**src/dmc_pkg.sv**
```systemverilog
// Shared types and constants for the direct-mapped read cache.
// Used by the front, queue, back and top-level modules; depends on nothing.
package dmc_pkg;

    localparam int LINES      = 8;
    localparam int LINE_BYTES = 32;
    localparam int ADDR_W     = 32;
    localparam int LINE_W     = 27;
    localparam int CNT_W      = 32;
    localparam int DATA_W     = 32;

    localparam int OFF_W     = $clog2(LINE_BYTES);
    localparam int IDX_W     = $clog2(LINES);
    localparam int TAG_W     = ADDR_W - OFF_W - IDX_W;
    localparam int BEATS     = LINE_BYTES / 4;
    localparam int BEAT_W    = $clog2(BEATS);
    localparam int WADDR_W   = IDX_W + BEAT_W;
    localparam int BADDR_W   = IDX_W + OFF_W;
    localparam int MEM_DEPTH = LINES * BEATS;

    localparam int Q_DEPTH = 4;
    localparam int Q_PTR_W = $clog2(Q_DEPTH);
    localparam int Q_CNT_W = $clog2(Q_DEPTH + 1);

    typedef enum logic [1:0] {
        ST_HIT    = 2'd0,
        ST_MISS   = 2'd1,
        ST_FILLED = 2'd2,
        ST_REJECT = 2'd3
    } t_status;

    typedef enum logic [2:0] {
        OP_WRITE,
        OP_LAST,
        OP_HIT,
        OP_MISS,
        OP_REJECT
    } t_op;

    typedef struct packed {
        t_op                 op;
        logic [WADDR_W-1:0]  waddr;
        logic [BADDR_W-1:0]  raddr;
        logic [DATA_W-1:0]   word;
        logic [LINE_W-1:0]   line;
        logic [CNT_W-1:0]    hits;
        logic [CNT_W-1:0]    misses;
    } t_entry;

    typedef struct packed {
        logic full;
        logic empty;
    } t_q_status;

endpackage

```
**src/dmc_front.sv**
```systemverilog
// Front end of the cache: accepts commands, checks tags, keeps the fill
// sequencing state and the counters, and pushes one queue entry per command.
// Depends on dmc_pkg.
module dmc_front (
    input  logic                         i_clk,
    input  logic                         i_rst_n,
    input  logic                         i_valid,
    input  logic                         i_command,
    input  logic [dmc_pkg::ADDR_W-1:0]   i_address,
    input  logic [dmc_pkg::DATA_W-1:0]   i_fill_word,
    input  dmc_pkg::t_q_status           i_q_status,
    output logic                         o_push,
    output dmc_pkg::t_entry              o_entry
);

    logic [dmc_pkg::LINES-1:0]        r_valid;
    logic [dmc_pkg::TAG_W-1:0]        r_tag [dmc_pkg::LINES];
    logic                             r_pending;
    logic [dmc_pkg::ADDR_W-1:0]       r_paddr;
    logic [dmc_pkg::BEAT_W-1:0]       r_beat;
    logic [dmc_pkg::CNT_W-1:0]        r_hits;
    logic [dmc_pkg::CNT_W-1:0]        r_misses;

    logic [dmc_pkg::LINES-1:0]        n_valid;
    logic                             n_pending;
    logic [dmc_pkg::ADDR_W-1:0]       n_paddr;
    logic [dmc_pkg::BEAT_W-1:0]       n_beat;
    logic [dmc_pkg::CNT_W-1:0]        n_hits;
    logic [dmc_pkg::CNT_W-1:0]        n_misses;

    logic                             accept;
    logic [dmc_pkg::OFF_W-1:0]        a_off;
    logic [dmc_pkg::IDX_W-1:0]        a_idx;
    logic [dmc_pkg::TAG_W-1:0]        a_tag;
    logic [dmc_pkg::OFF_W-1:0]        p_off;
    logic [dmc_pkg::IDX_W-1:0]        p_idx;
    logic [dmc_pkg::TAG_W-1:0]        p_tag;
    logic                             hit;
    logic                             last_beat;
    logic                             tag_we;
    dmc_pkg::t_entry                  entry;

    assign accept    = i_valid && !i_q_status.full;
    assign a_off     = i_address[dmc_pkg::OFF_W-1:0];
    assign a_idx     = i_address[dmc_pkg::OFF_W +: dmc_pkg::IDX_W];
    assign a_tag     = i_address[dmc_pkg::ADDR_W-1 -: dmc_pkg::TAG_W];
    assign p_off     = r_paddr[dmc_pkg::OFF_W-1:0];
    assign p_idx     = r_paddr[dmc_pkg::OFF_W +: dmc_pkg::IDX_W];
    assign p_tag     = r_paddr[dmc_pkg::ADDR_W-1 -: dmc_pkg::TAG_W];
    assign hit       = r_valid[a_idx] && (r_tag[a_idx] == a_tag);
    assign last_beat = (r_beat == dmc_pkg::BEAT_W'(dmc_pkg::BEATS - 1));

    always_comb begin
        n_valid   = r_valid;
        n_pending = r_pending;
        n_paddr   = r_paddr;
        n_beat    = r_beat;
        n_hits    = r_hits;
        n_misses  = r_misses;
        tag_we    = 1'b0;

        entry.op     = dmc_pkg::OP_REJECT;
        entry.waddr  = {p_idx, r_beat};
        entry.raddr  = {p_idx, p_off};
        entry.word   = i_fill_word;
        entry.line   = '0;

        if (i_command == 1'b0) begin
            if (r_pending) begin
                entry.op = dmc_pkg::OP_REJECT;
            end else if (hit) begin
                entry.op    = dmc_pkg::OP_HIT;
                entry.raddr = {a_idx, a_off};
                entry.line  = dmc_pkg::LINE_W'(i_address >> dmc_pkg::OFF_W);
                n_hits      = r_hits + 1'b1;
            end else begin
                entry.op    = dmc_pkg::OP_MISS;
                entry.line  = dmc_pkg::LINE_W'(i_address >> dmc_pkg::OFF_W);
                n_misses    = r_misses + 1'b1;
                n_pending   = 1'b1;
                n_paddr     = i_address;
                n_beat      = '0;
            end
        end else begin
            if (!r_pending) begin
                entry.op = dmc_pkg::OP_REJECT;
            end else if (last_beat) begin
                entry.op   = dmc_pkg::OP_LAST;
                entry.line = dmc_pkg::LINE_W'(r_paddr >> dmc_pkg::OFF_W);
                n_valid[p_idx] = 1'b1;
                tag_we     = 1'b1;
                n_pending  = 1'b0;
                n_beat     = '0;
            end else begin
                entry.op = dmc_pkg::OP_WRITE;
                n_beat   = r_beat + 1'b1;
            end
        end

        // Counters travel with the entry as they stand after this command.
        entry.hits   = n_hits;
        entry.misses = n_misses;
    end

    always_ff @(posedge i_clk) begin
        if (!i_rst_n) begin
            r_valid   <= '0;
            r_pending <= 1'b0;
            r_paddr   <= '0;
            r_beat    <= '0;
            r_hits    <= '0;
            r_misses  <= '0;
        end else if (accept) begin
            r_valid   <= n_valid;
            r_pending <= n_pending;
            r_paddr   <= n_paddr;
            r_beat    <= n_beat;
            r_hits    <= n_hits;
            r_misses  <= n_misses;
        end
    end

    always_ff @(posedge i_clk) begin
        if (accept && tag_we) begin
            r_tag[p_idx] <= p_tag;
        end
    end

    assign o_push  = accept;
    assign o_entry = entry;

endmodule

```
**src/dmc_fifo.sv**
```systemverilog
// Short queue of decoded operations between the front and back ends.
// Depends on dmc_pkg.
module dmc_fifo (
    input  logic                i_clk,
    input  logic                i_rst_n,
    input  logic                i_push,
    input  dmc_pkg::t_entry     i_entry,
    input  logic                i_pop,
    output dmc_pkg::t_entry     o_head,
    output dmc_pkg::t_q_status  o_status
);

    dmc_pkg::t_entry             r_mem [dmc_pkg::Q_DEPTH];
    logic [dmc_pkg::Q_PTR_W-1:0] r_wp;
    logic [dmc_pkg::Q_PTR_W-1:0] r_rp;
    logic [dmc_pkg::Q_CNT_W-1:0] r_cnt;

    always_ff @(posedge i_clk) begin
        if (!i_rst_n) begin
            r_wp  <= '0;
            r_rp  <= '0;
            r_cnt <= '0;
        end else begin
            if (i_push) begin
                r_wp <= r_wp + 1'b1;
            end
            if (i_pop) begin
                r_rp <= r_rp + 1'b1;
            end
            case ({i_push, i_pop})
                2'b10:   r_cnt <= r_cnt + 1'b1;
                2'b01:   r_cnt <= r_cnt - 1'b1;
                default: r_cnt <= r_cnt;
            endcase
        end
    end

    always_ff @(posedge i_clk) begin
        if (i_push) begin
            r_mem[r_wp] <= i_entry;
        end
    end

    assign o_head         = r_mem[r_rp];
    assign o_status.full  = (r_cnt == dmc_pkg::Q_CNT_W'(dmc_pkg::Q_DEPTH));
    assign o_status.empty = (r_cnt == '0);

endmodule

```
**src/dmc_back.sv**
```systemverilog
// Back end of the cache: holds the line data memory, applies fill words,
// reads the requested byte and drives the registered result.
// Depends on dmc_pkg.
module dmc_back (
    input  logic                          i_clk,
    input  logic                          i_rst_n,
    input  dmc_pkg::t_entry               i_head,
    input  dmc_pkg::t_q_status            i_q_status,
    output logic                          o_pop,
    input  logic                          i_out_stall,
    output logic                          o_out_valid,
    output logic [1:0]                    o_status,
    output logic [7:0]                    o_data_byte,
    output logic [dmc_pkg::LINE_W-1:0]    o_line_address,
    output logic [dmc_pkg::CNT_W-1:0]     o_hits_so_far,
    output logic [dmc_pkg::CNT_W-1:0]     o_misses_so_far
);

    localparam int WSEL_W = dmc_pkg::BADDR_W - 2;

    logic [dmc_pkg::DATA_W-1:0]  r_mem [dmc_pkg::MEM_DEPTH];

    logic                        r_rd_pend;
    logic                        r_out_valid;
    logic [dmc_pkg::DATA_W-1:0]  r_rd_word;
    logic [dmc_pkg::DATA_W-1:0]  r_byp_word;
    logic                        r_byp;
    logic [1:0]                  r_lane;
    dmc_pkg::t_status            r_st;
    logic [dmc_pkg::LINE_W-1:0]  r_line;
    logic [dmc_pkg::CNT_W-1:0]   r_hits;
    logic [dmc_pkg::CNT_W-1:0]   r_misses;

    logic [1:0]                  r_o_status;
    logic [7:0]                  r_o_byte;
    logic [dmc_pkg::LINE_W-1:0]  r_o_line;
    logic [dmc_pkg::CNT_W-1:0]   r_o_hits;
    logic [dmc_pkg::CNT_W-1:0]   r_o_misses;

    logic                        out_free;
    logic                        pop;
    logic                        mem_we;
    logic [WSEL_W-1:0]           rd_sel;
    dmc_pkg::t_status            head_st;
    logic [dmc_pkg::DATA_W-1:0]  src_word;
    logic [7:0]                  n_byte;

    assign out_free = !r_out_valid || !i_out_stall;
    // Plain fill words need no output slot; everything else waits for one.
    assign pop = !i_q_status.empty && !r_rd_pend
                 && ((i_head.op == dmc_pkg::OP_WRITE) || out_free);
    assign mem_we = pop && ((i_head.op == dmc_pkg::OP_WRITE)
                            || (i_head.op == dmc_pkg::OP_LAST));
    assign rd_sel = i_head.raddr[dmc_pkg::BADDR_W-1:2];

    always_comb begin
        case (i_head.op)
            dmc_pkg::OP_HIT:  head_st = dmc_pkg::ST_HIT;
            dmc_pkg::OP_MISS: head_st = dmc_pkg::ST_MISS;
            dmc_pkg::OP_LAST: head_st = dmc_pkg::ST_FILLED;
            default:          head_st = dmc_pkg::ST_REJECT;
        endcase
    end

    always_ff @(posedge i_clk) begin
        if (mem_we) begin
            r_mem[i_head.waddr] <= i_head.word;
        end
        if (pop) begin
            r_rd_word  <= r_mem[rd_sel];
            r_byp_word <= i_head.word;
            // The last fill word is written in the same cycle it may be read.
            r_byp      <= (i_head.op == dmc_pkg::OP_LAST) && (rd_sel == i_head.waddr);
            r_lane     <= i_head.raddr[1:0];
            r_st       <= head_st;
            r_line     <= i_head.line;
            r_hits     <= i_head.hits;
            r_misses   <= i_head.misses;
        end
    end

    always_comb begin
        src_word = r_byp ? r_byp_word : r_rd_word;
        if ((r_st == dmc_pkg::ST_HIT) || (r_st == dmc_pkg::ST_FILLED)) begin
            n_byte = src_word[8*r_lane +: 8];
        end else begin
            n_byte = '0;
        end
    end

    always_ff @(posedge i_clk) begin
        if (!i_rst_n) begin
            r_rd_pend   <= 1'b0;
            r_out_valid <= 1'b0;
        end else begin
            r_rd_pend <= pop && (i_head.op != dmc_pkg::OP_WRITE);
            if (r_rd_pend) begin
                r_out_valid <= 1'b1;
            end else if (r_out_valid && !i_out_stall) begin
                r_out_valid <= 1'b0;
            end
        end
    end

    always_ff @(posedge i_clk) begin
        if (r_rd_pend) begin
            r_o_status <= r_st;
            r_o_byte   <= n_byte;
            r_o_line   <= r_line;
            r_o_hits   <= r_hits;
            r_o_misses <= r_misses;
        end
    end

    assign o_pop           = pop;
    assign o_out_valid     = r_out_valid;
    assign o_status        = r_o_status;
    assign o_data_byte     = r_o_byte;
    assign o_line_address  = r_o_line;
    assign o_hits_so_far   = r_o_hits;
    assign o_misses_so_far = r_o_misses;

endmodule

```
**src/direct_mapped_cache_read_core.sv**
```systemverilog
// Direct-mapped read cache, 8 lines of 32 bytes, with fill-word interface.
// A command passes through the queue, the read register and the output
// register. Fill words that end no line are taken one per cycle unless the
// queue is full or a read is pending; the back end takes no new entry while
// a read is pending. Synchronous active-low reset clears valid bits,
// counters, fill state and the queue; line data and tags are not cleared.
module direct_mapped_cache_read_core (
    input  logic                          i_clk,
    input  logic                          i_rst_n,
    input  logic                          i_in_valid,
    output logic                          o_in_stall,
    input  logic                          i_command,
    input  logic [dmc_pkg::ADDR_W-1:0]    i_address,
    input  logic [dmc_pkg::DATA_W-1:0]    i_fill_word,
    output logic                          o_out_valid,
    input  logic                          i_out_stall,
    output logic [1:0]                    o_status,
    output logic [7:0]                    o_data_byte,
    output logic [dmc_pkg::LINE_W-1:0]    o_line_address,
    output logic [dmc_pkg::CNT_W-1:0]     o_hits_so_far,
    output logic [dmc_pkg::CNT_W-1:0]     o_misses_so_far
);

    dmc_pkg::t_q_status q_status;
    dmc_pkg::t_entry    push_entry;
    dmc_pkg::t_entry    head_entry;
    logic               push;
    logic               pop;

    dmc_front u_front (
        .i_clk       (i_clk),
        .i_rst_n     (i_rst_n),
        .i_valid     (i_in_valid),
        .i_command   (i_command),
        .i_address   (i_address),
        .i_fill_word (i_fill_word),
        .i_q_status  (q_status),
        .o_push      (push),
        .o_entry     (push_entry)
    );

    dmc_fifo u_fifo (
        .i_clk    (i_clk),
        .i_rst_n  (i_rst_n),
        .i_push   (push),
        .i_entry  (push_entry),
        .i_pop    (pop),
        .o_head   (head_entry),
        .o_status (q_status)
    );

    dmc_back u_back (
        .i_clk           (i_clk),
        .i_rst_n         (i_rst_n),
        .i_head          (head_entry),
        .i_q_status      (q_status),
        .o_pop           (pop),
        .i_out_stall     (i_out_stall),
        .o_out_valid     (o_out_valid),
        .o_status        (o_status),
        .o_data_byte     (o_data_byte),
        .o_line_address  (o_line_address),
        .o_hits_so_far   (o_hits_so_far),
        .o_misses_so_far (o_misses_so_far)
    );

    assign o_in_stall = q_status.full;

endmodule

```
**config.mk**
```make
export PLATFORM = sky130hd
export DESIGN_NAME = direct_mapped_cache_read_core
export DESIGN_NICKNAME = d
export VERILOG_FILES = /design/src/dmc_pkg.sv /design/src/dmc_front.sv /design/src/dmc_fifo.sv /design/src/dmc_back.sv /design/src/direct_mapped_cache_read_core.sv
export SDC_FILE = /design/constraint.sdc
export NUM_CORES = 2
export LEC_CHECK = 0
export ABC_CLOCK_PERIOD_IN_PS = 41000
export BUFFER_PORTS_ARGS = -buffer_cell sky130_fd_sc_hd__buf_2
export CELL_PAD_IN_SITES_DETAIL_PLACEMENT = 0
export CELL_PAD_IN_SITES_GLOBAL_PLACEMENT = 2
export CORE_ASPECT_RATIO = 0.6
export CORE_MARGIN = 5
export CORE_UTILIZATION = 54
export DETAILED_ROUTE_END_ITERATION = 10
export PLACE_DENSITY = 0.81
export SLEW_MARGIN = 20
export SYNTH_ARGS = -nofsm -noshare
export SYNTH_HDL_FRONTEND = slang
export SYNTH_HIERARCHICAL = 1
export SYNTH_SLANG_ARGS = --single-unit
export TNS_END_PERCENT = 10
```
**constraint.sdc**
```tcl
create_clock -name i_clk -period 41 [get_ports i_clk]
set_input_delay 8.2 -clock i_clk [delete_from_list [all_inputs] [get_ports i_clk]]
set_output_delay 8.2 -clock i_clk [all_outputs]
set_load 0.01 [all_outputs]
```
Word level (Yosys, flattened, before mapping)
Memories as Yosys holds them, arrays and structs flattened. A register that Yosys moved wholly into a read port is not among the register bits.
Index checks and enable logic that the tools add are counted.
- flip-flop bits (word level): 346
- latch bits: 0
- bits in writable memories: 2800
- ROM bits: 0
- input bits: 69
- output and inout port bits: 103
- memories: 3
- add/subtract/negate cells: 7
- multipliers: 0
- div/mod/pow operators: 0
- $lt $le $gt $ge: 3
- equal/unequal tests: 13
- shifts and indexed selects: 1
- muxes and demuxes: 48
- bitwise logic cells: 4
- reductions and logical operators: 28
- memory list (memory ; depth ; width ; rd ports ; clocked after Yosys merged registers in ; write ports ; line ; RTL):
    u_back.r_mem ; 64 ; 32 ; 1 ; 1 ; 1 ; dmc_back.sv:21 ; logic [dmc_pkg::DATA_W-1:0] r_mem [dmc_pkg::MEM_DEPTH];
    u_fifo.r_mem ; 4 ; 140 ; 1 ; 1 ; 1 ; dmc_fifo.sv:13 ; dmc_pkg::t_entry r_mem [dmc_pkg::Q_DEPTH];
    u_front.r_tag ; 8 ; 24 ; 1 ; 0 ; 1 ; dmc_front.sv:17 ; logic [dmc_pkg::TAG_W-1:0] r_tag [dmc_pkg::LINES];
- operator list (operator ; count):
    two-way mux 32 bit ; 7
    two-way mux 27 bit ; 4
    adder 32 x 1 -> 32 bit (second input constant) ; 2
    variable part select 32 x 6 -> 8 bit ; 1
    equality test 24 bit ; 1
    two-way mux 3 bit ; 8
    two-way mux 8 bit ; 3
    two-way mux 1 bit ; 20
    AND reduction 4 bit ; 3
    logical AND 1 bit ; 10
    < comparator 3 x 4 -> 1 bit (second input constant) ; 2
    bitwise OR 8 bit ; 1
    adder 3 x 1 -> 3 bit (second input constant) ; 2
    equality test 3 x 2 -> 1 bit (second input constant) ; 2
    equality test 3 bit (second input constant) ; 2
    equality test 6 bit ; 1
    logical NOT 3 bit ; 2
    one-hot mux 2 bit (3 select lines) ; 1
    one-hot mux 3 bit (2 select lines) ; 1
    logical NOT 1 bit ; 5
    adder 2 x 1 -> 2 bit (second input constant) ; 2
    equality test 2 bit (second input constant) ; 2
    logical OR 1 bit ; 4
    two-way mux 2 bit ; 2
    12 further kinds ; 16

Logic depth before layout (Yosys ltp)
- depth in word-level cells: 7
- mapped depth: 14
- gate-level depth less buffers: 11

By module
The synthesis kept the hierarchy.
- modules (own cells, without submodules) (module ; times used ; cells each ; area an instance (um^2) ; seq. area each (um^2)):
    dmc_back ; 1 ; 3654 ; 86244.0 ; 69376.5
    dmc_fifo ; 1 ; 778 ; 20649.8 ; 16996.3
    dmc_front ; 1 ; 1254 ; 14559.0 ; 7927.6

Worst setup path before layout
No wires, ideal clock.
- path kind: input to register
- from: input i_out_stall
- to: register u_fifo/r_cnt[2] (netlist bit)
- library setup time: 76 ps
- data arrival time: 23873 ps
- data required time: 40924 ps
- setup slack: 17051 ps
- stages on the path: 7
- cells stage by stage: a311oi_1 > ha_1 > inv_1 > fa_1 > xor2_1 > or3_1 > a21boi_0
- longest elaborated chain between the ends: 6
- ends and longest elaborated chain (element ; line ; RTL):
    from (decl) ; direct_mapped_cache_read_core.sv:16 ; input logic i_out_stall,
    logical NOT 1 bit * ; dmc_back.sv:48 ; assign out_free = !r_out_valid || !i_out_stall;
    logical OR 1 bit * ; dmc_back.sv:48 ;
    logical OR 1 bit * ; dmc_back.sv:51 ; && ((i_head.op == dmc_pkg::OP_WRITE) || out_free);
    logical AND 1 bit * ; dmc_back.sv:51 ;
    equality test 2 x 1 -> 1 bit / equality test 2 bit (equally long branches) ; dmc_fifo.sv:30 ; case ({i_push, i_pop})
    one-hot mux 3 bit (2 select lines) / nonzero test 2 bit (equally long branches) ; - ;
    to (signal assigned) ; dmc_fifo.sv:31 ; 2'b10: r_cnt <= r_cnt + 1'b1;
    to (signal assigned) ; dmc_fifo.sv:32 ; 2'b01: r_cnt <= r_cnt - 1'b1;
    to (signal assigned) ; dmc_fifo.sv:33 ; default: r_cnt <= r_cnt;
    to (decl) ; dmc_fifo.sv:16 ; logic [dmc_pkg::Q_CNT_W-1:0] r_cnt;
Mark *: on every way between the ends. The rest lies on a longest branch, timed or not.
A chain may end at the register's enable or synchronous reset.

==> impl.org <==
** Run status
- Result of the run :: finished clean

** Finish
- Leading cell type in the layout, fill and taps excluded :: sky130_fd_sc_hd__edfxtp_1
- Layout Nets :: 6078
- Fill cell total of the finished layout :: 15501
- The finished layout holds 9200 standard cells, fillers aside.
- Cells with a size suffix above 1 make up 25.0% of the layout.
- Relative to the synthesized area, the layout overhead comes to 11.1%.
- The library cells used most frequently in the layout, excluding fill and tap cells, are sky130_fd_sc_hd__edfxtp_1 (3061), sky130_fd_sc_hd__mux4_2 (671), sky130_fd_sc_hd__clkbuf_16 (294).

** GRT
- The first global-routing pass estimated 432 mm of wire.
- Global Route Usage Sum :: 25.7%
- The total overflow left after global routing is 0.
- The number of global-route vias before repair was 58102.
- The initial antenna violation count was 28.
- Pin count of the biggest net entering global routing :: 109

** Yosys
- During synthesis, Yosys emitted a total of 6 warnings.
- Among all flip-flop cells after synthesis, the most frequent one is sky130_fd_sc_hd__edfxtp_1.
- Count of cell types in the netlist :: 72
- In this run the cell area of the synthesized design comes to 0.121 mm2.
- After synthesis the netlist holds a flip-flop and latch count of 3180.
- Synth Net Count :: 5767
- In this run, synthesis inferred 3061 flip-flops with an integrated enable.
- Average size of a mapped cell :: 21.4 um2
- Share of synthesized flip-flops with an asynchronous set or reset :: 0%
- Cells after Synth :: 5686
- Portion of the post-synthesis area used by sequential elements :: 77.6%

** Floorplanning
- Die W :: 622 um
- The region available for standard cell placement spans 0.223 mm2.
- Die area :: 0.235 mm2
- In this run the count of I/O pins placed on the die edge is 172.
- Die height :: 377 um
- For this configuration, the core starts out at a cell density of 54.5%.
- Row generation in the floorplan step produced 134 rows.

** Power
- Sequential cell fraction of total power :: 46.6%
- For this design the total switching power over the nets is 0.00270 W.
- Net Sw Frac :: 30.0%
- The internal power of the cells totals 0.00629 W.
- Static power due to leakage :: 42.5 nW
- Clock network fraction of design power :: 28.6%
- Worst supply voltage drop on vdd :: 0.0607 mV
- Combinational power share :: 24.8%
- Power spread over the standard cell area amounts to 66.7 mW/mm2.

** Placement
- Summed over all nets, the half-perimeter wirelength after detailed placement is 173 mm.
- Global placement routability congestion :: 0.829
- The number of placed instances, taps included, is 8701.
- The count of buffers added on input and output ports is 171.

** Clocking
- CTS placed an instance of sky130_fd_sc_hd__clkbuf_16 at the clock tree root.
- Total setup buffers inserted after CTS :: 0
- Hold repair after CTS inserted 0 buffers.
- CTS resizes :: 0
- Buffers from clock root to sink, at most :: 4
- Clock insertion delay at the later pin of the skew report :: 850 ps
- After clock tree synthesis, the clock-pin slew on the worst setup and hold paths is 60 ps.
- TritonCTS clock tree :: yes
- Clk sinks :: 3180
- The H-tree generated during clock tree synthesis spans 5 levels.
- TritonCTS buffer count :: 284

** STA
- Setup tns final :: 0 ps
- Slew at the pin with the worst max-slew slack :: 1270 ps
- The smallest clock period supported by the final layout is computed as 11930 ps.
- Final worst clock skew :: 44.1 ps
- The final number of max-transition violations came to 0.
- Unrepaired setup endpoints after global routing :: false
- Highest clock frequency the design can meet :: 83.8 MHz
- Setup violations remaining at the end of the flow were counted as 0.
- Final worst-path cycle share :: 29.1%
- In this run the tightest slew margin relative to its limit is 15.7%.
- Final count of hold timing violations :: 0

** Routing
- Detailed-route vias per instance :: 6.54
- Aggregate routed wire length :: 304 mm
- After detailed routing, the wire length on met1 is 130 mm.
- Post-detailed-route DRC marker count :: 0
- For this block, the via count after detailed routing is 60184.
- Remaining number of nets flagged by the antenna check after routing :: 0
- DR pass1 iterations :: 5
- After the first detailed-routing iteration, the DRC count stood at 9087.
- Met3 layer wire length in the routed design :: 39.2 mm
- Dividing the detail-routed wire length by the instance count gives 33.0 um.
- The routed design uses 129 mm of met2 wire.
- DR top layer :: met5

** Hold path
- The tightest min-delay check is of the reg -> reg type.

** Worst setup path
- Startpoint kind of the worst setup timing path :: input port
- Path type of the worst setup path :: in -> reg
- Max FO, Critical Path :: 90
- Critical path capture point type :: flip-flop
- At the worst endpoint, the arrival time is 12490 ps.
- STA puts the critical path data required time at 41570 ps.

** Flow run
- The tool flagged a number of max-cap violations equal to 0.
layer usage:
layer | global-route usage (%) | up-vias
met5 | 0 | -
met4 | 4.77 | 2
met3 | 7.51 | 424
met2 | 35.6 | 3489
met1 | 41.2 | 31948
li1 | - | 24321
worst max-delay path, cell delays in order:
cell and delay (ps):
sky130_fd_sc_hd__buf_2 80, sky130_fd_sc_hd__buf_4 720, sky130_fd_sc_hd__mux4_2 620, sky130_fd_sc_hd__mux2i_1 170, sky130_fd_sc_hd__xor2_1 390, sky130_fd_sc_hd__nand3_1 120
sky130_fd_sc_hd__or4b_1 570, sky130_fd_sc_hd__nor4_4 220, sky130_fd_sc_hd__buf_4 720, sky130_fd_sc_hd__nor2_1 180, sky130_fd_sc_hd__or2_2 380
final timing paths:
path,from,endpoint,slack (ps),cells past startpoint
max,i_address[6],u_fifo/r_mem[2][137]$_DFFE_PP_,29070,11
min reg2reg,u_back/r_misses[10]$_DFFE_PP_,u_back/o_misses_so_far[10]$_DFFE_PP_,420,0
min,u_back/r_misses[10]$_DFFE_PP_,u_back/o_misses_so_far[10]$_DFFE_PP_,420,0
max reg2reg,flip-flop,u_back/r_rd_word[4]$_DFFE_PP_,34790,9
power by group through the flow:
stage / clock network, W / logic (W) / registers, W
after floorplan: 0 / 0.00134 / 0.00430
after global placement: 0 / 0.00217 / 0.00426
after detailed placement: 0 / 0.00220 / 0.00426
after CTS: 0.00262 / 0.00221 / 0.00420
after global routing: 0.00276 / 0.00234 / 0.00421
final: 0.00258 / 0.00223 / 0.00419
logic make-up (layout without fill, tap and decap cells):
group	Yosys count	count (layout)	share of synthesized area [%]
other	0	2	0
DFF	3180	3180	77.6
xor gates and xnor gates	87	87	0.627
muxes	877	877	14.2
AOI/OAI and AO/OA	485	485	2.78
adders and majority gates	12	12	0.130
and+or+nand+nor	677	677	2.84
buffers and inverters	368	888	1.75
cell usage after synthesis (all sizes together), types with 7 or more instances:
master  instances  area [um2]
a22oi          16         120
ha             11         138
xnor2          44         385
edfxtp       3061       91900
inv            29         109
nor2          145         547
a21oi          71         355
and2           22         138
o21a           30         225
mux4          676       15200
nand3          57         285
a22o           55         482
dfxtp         119        2380
a221oi         21         184
o31ai          17         128
nor2b          26         163
a21o           10        75.1
nand4          29         181
nor3           59         295
o221ai         28         245
nand2b         34         213
or3            21         136
o22a           13         114
nor4           41         293
or2             7        43.8
and3           33         206
mux2i         164        1640
nand2         160         601
xor2           43         377
o22ai         143         895
or4            18         135
buf           234        1620
o21ai          32         160
clkbuf        104         394
mux2           37         417
a211oi         14         105
per-stage QoR:
step	setup WS, ps	hold slack (ps)	area [um2]	power [W]	utilization (%)
2_1_floorplan	17050	400	121000	0.00564	-
3_3_place_gp	28230	404	126000	0.00643	56.6
3_5_place_dp	28240	405	126000	0.00647	56.6
4_1_cts	29150	414	135000	0.00903	60.5
5_1_grt	28870	423	135000	0.00931	60.5
6_report	29070	418	135000	0.00900	60.5
cell type report:
cell class                 instances  area, um2  share of cell area, %
antenna                            2       5.00                0.00371
inverter                          30        113                 0.0835
clock inverter                   110        962                  0.713
multi-input combinational       2138      25600                   19.0
clock buffer                     385       7790                   5.77
tap                             2992       3740                   2.77
timing repair buffer             363       2370                   1.76
sequential                      3180      94300                   69.9
sequential cells by signal, indices dropped and copies added (netlist names), 3 cells and up, named ones only:
signal                  count
u_front/r_hits             32
u_back/r_misses            32
u_back/r_hits              32
u_front/r_paddr            32
u_back/o_hits_so_far       32
u_back/r_rd_word           32
u_front/r_valid             8
u_back/o_line_address      27
u_front/r_beat              3
u_front/r_tag             192
u_fifo/r_mem              560
u_back/r_line              27
u_fifo/r_cnt                3
u_back/r_mem             2048
u_front/r_misses           32
u_back/o_misses_so_far     32
u_back/o_data_byte          8
u_back/r_byp_word          32
No activity file was read; power rests on OpenSTA's default activity.
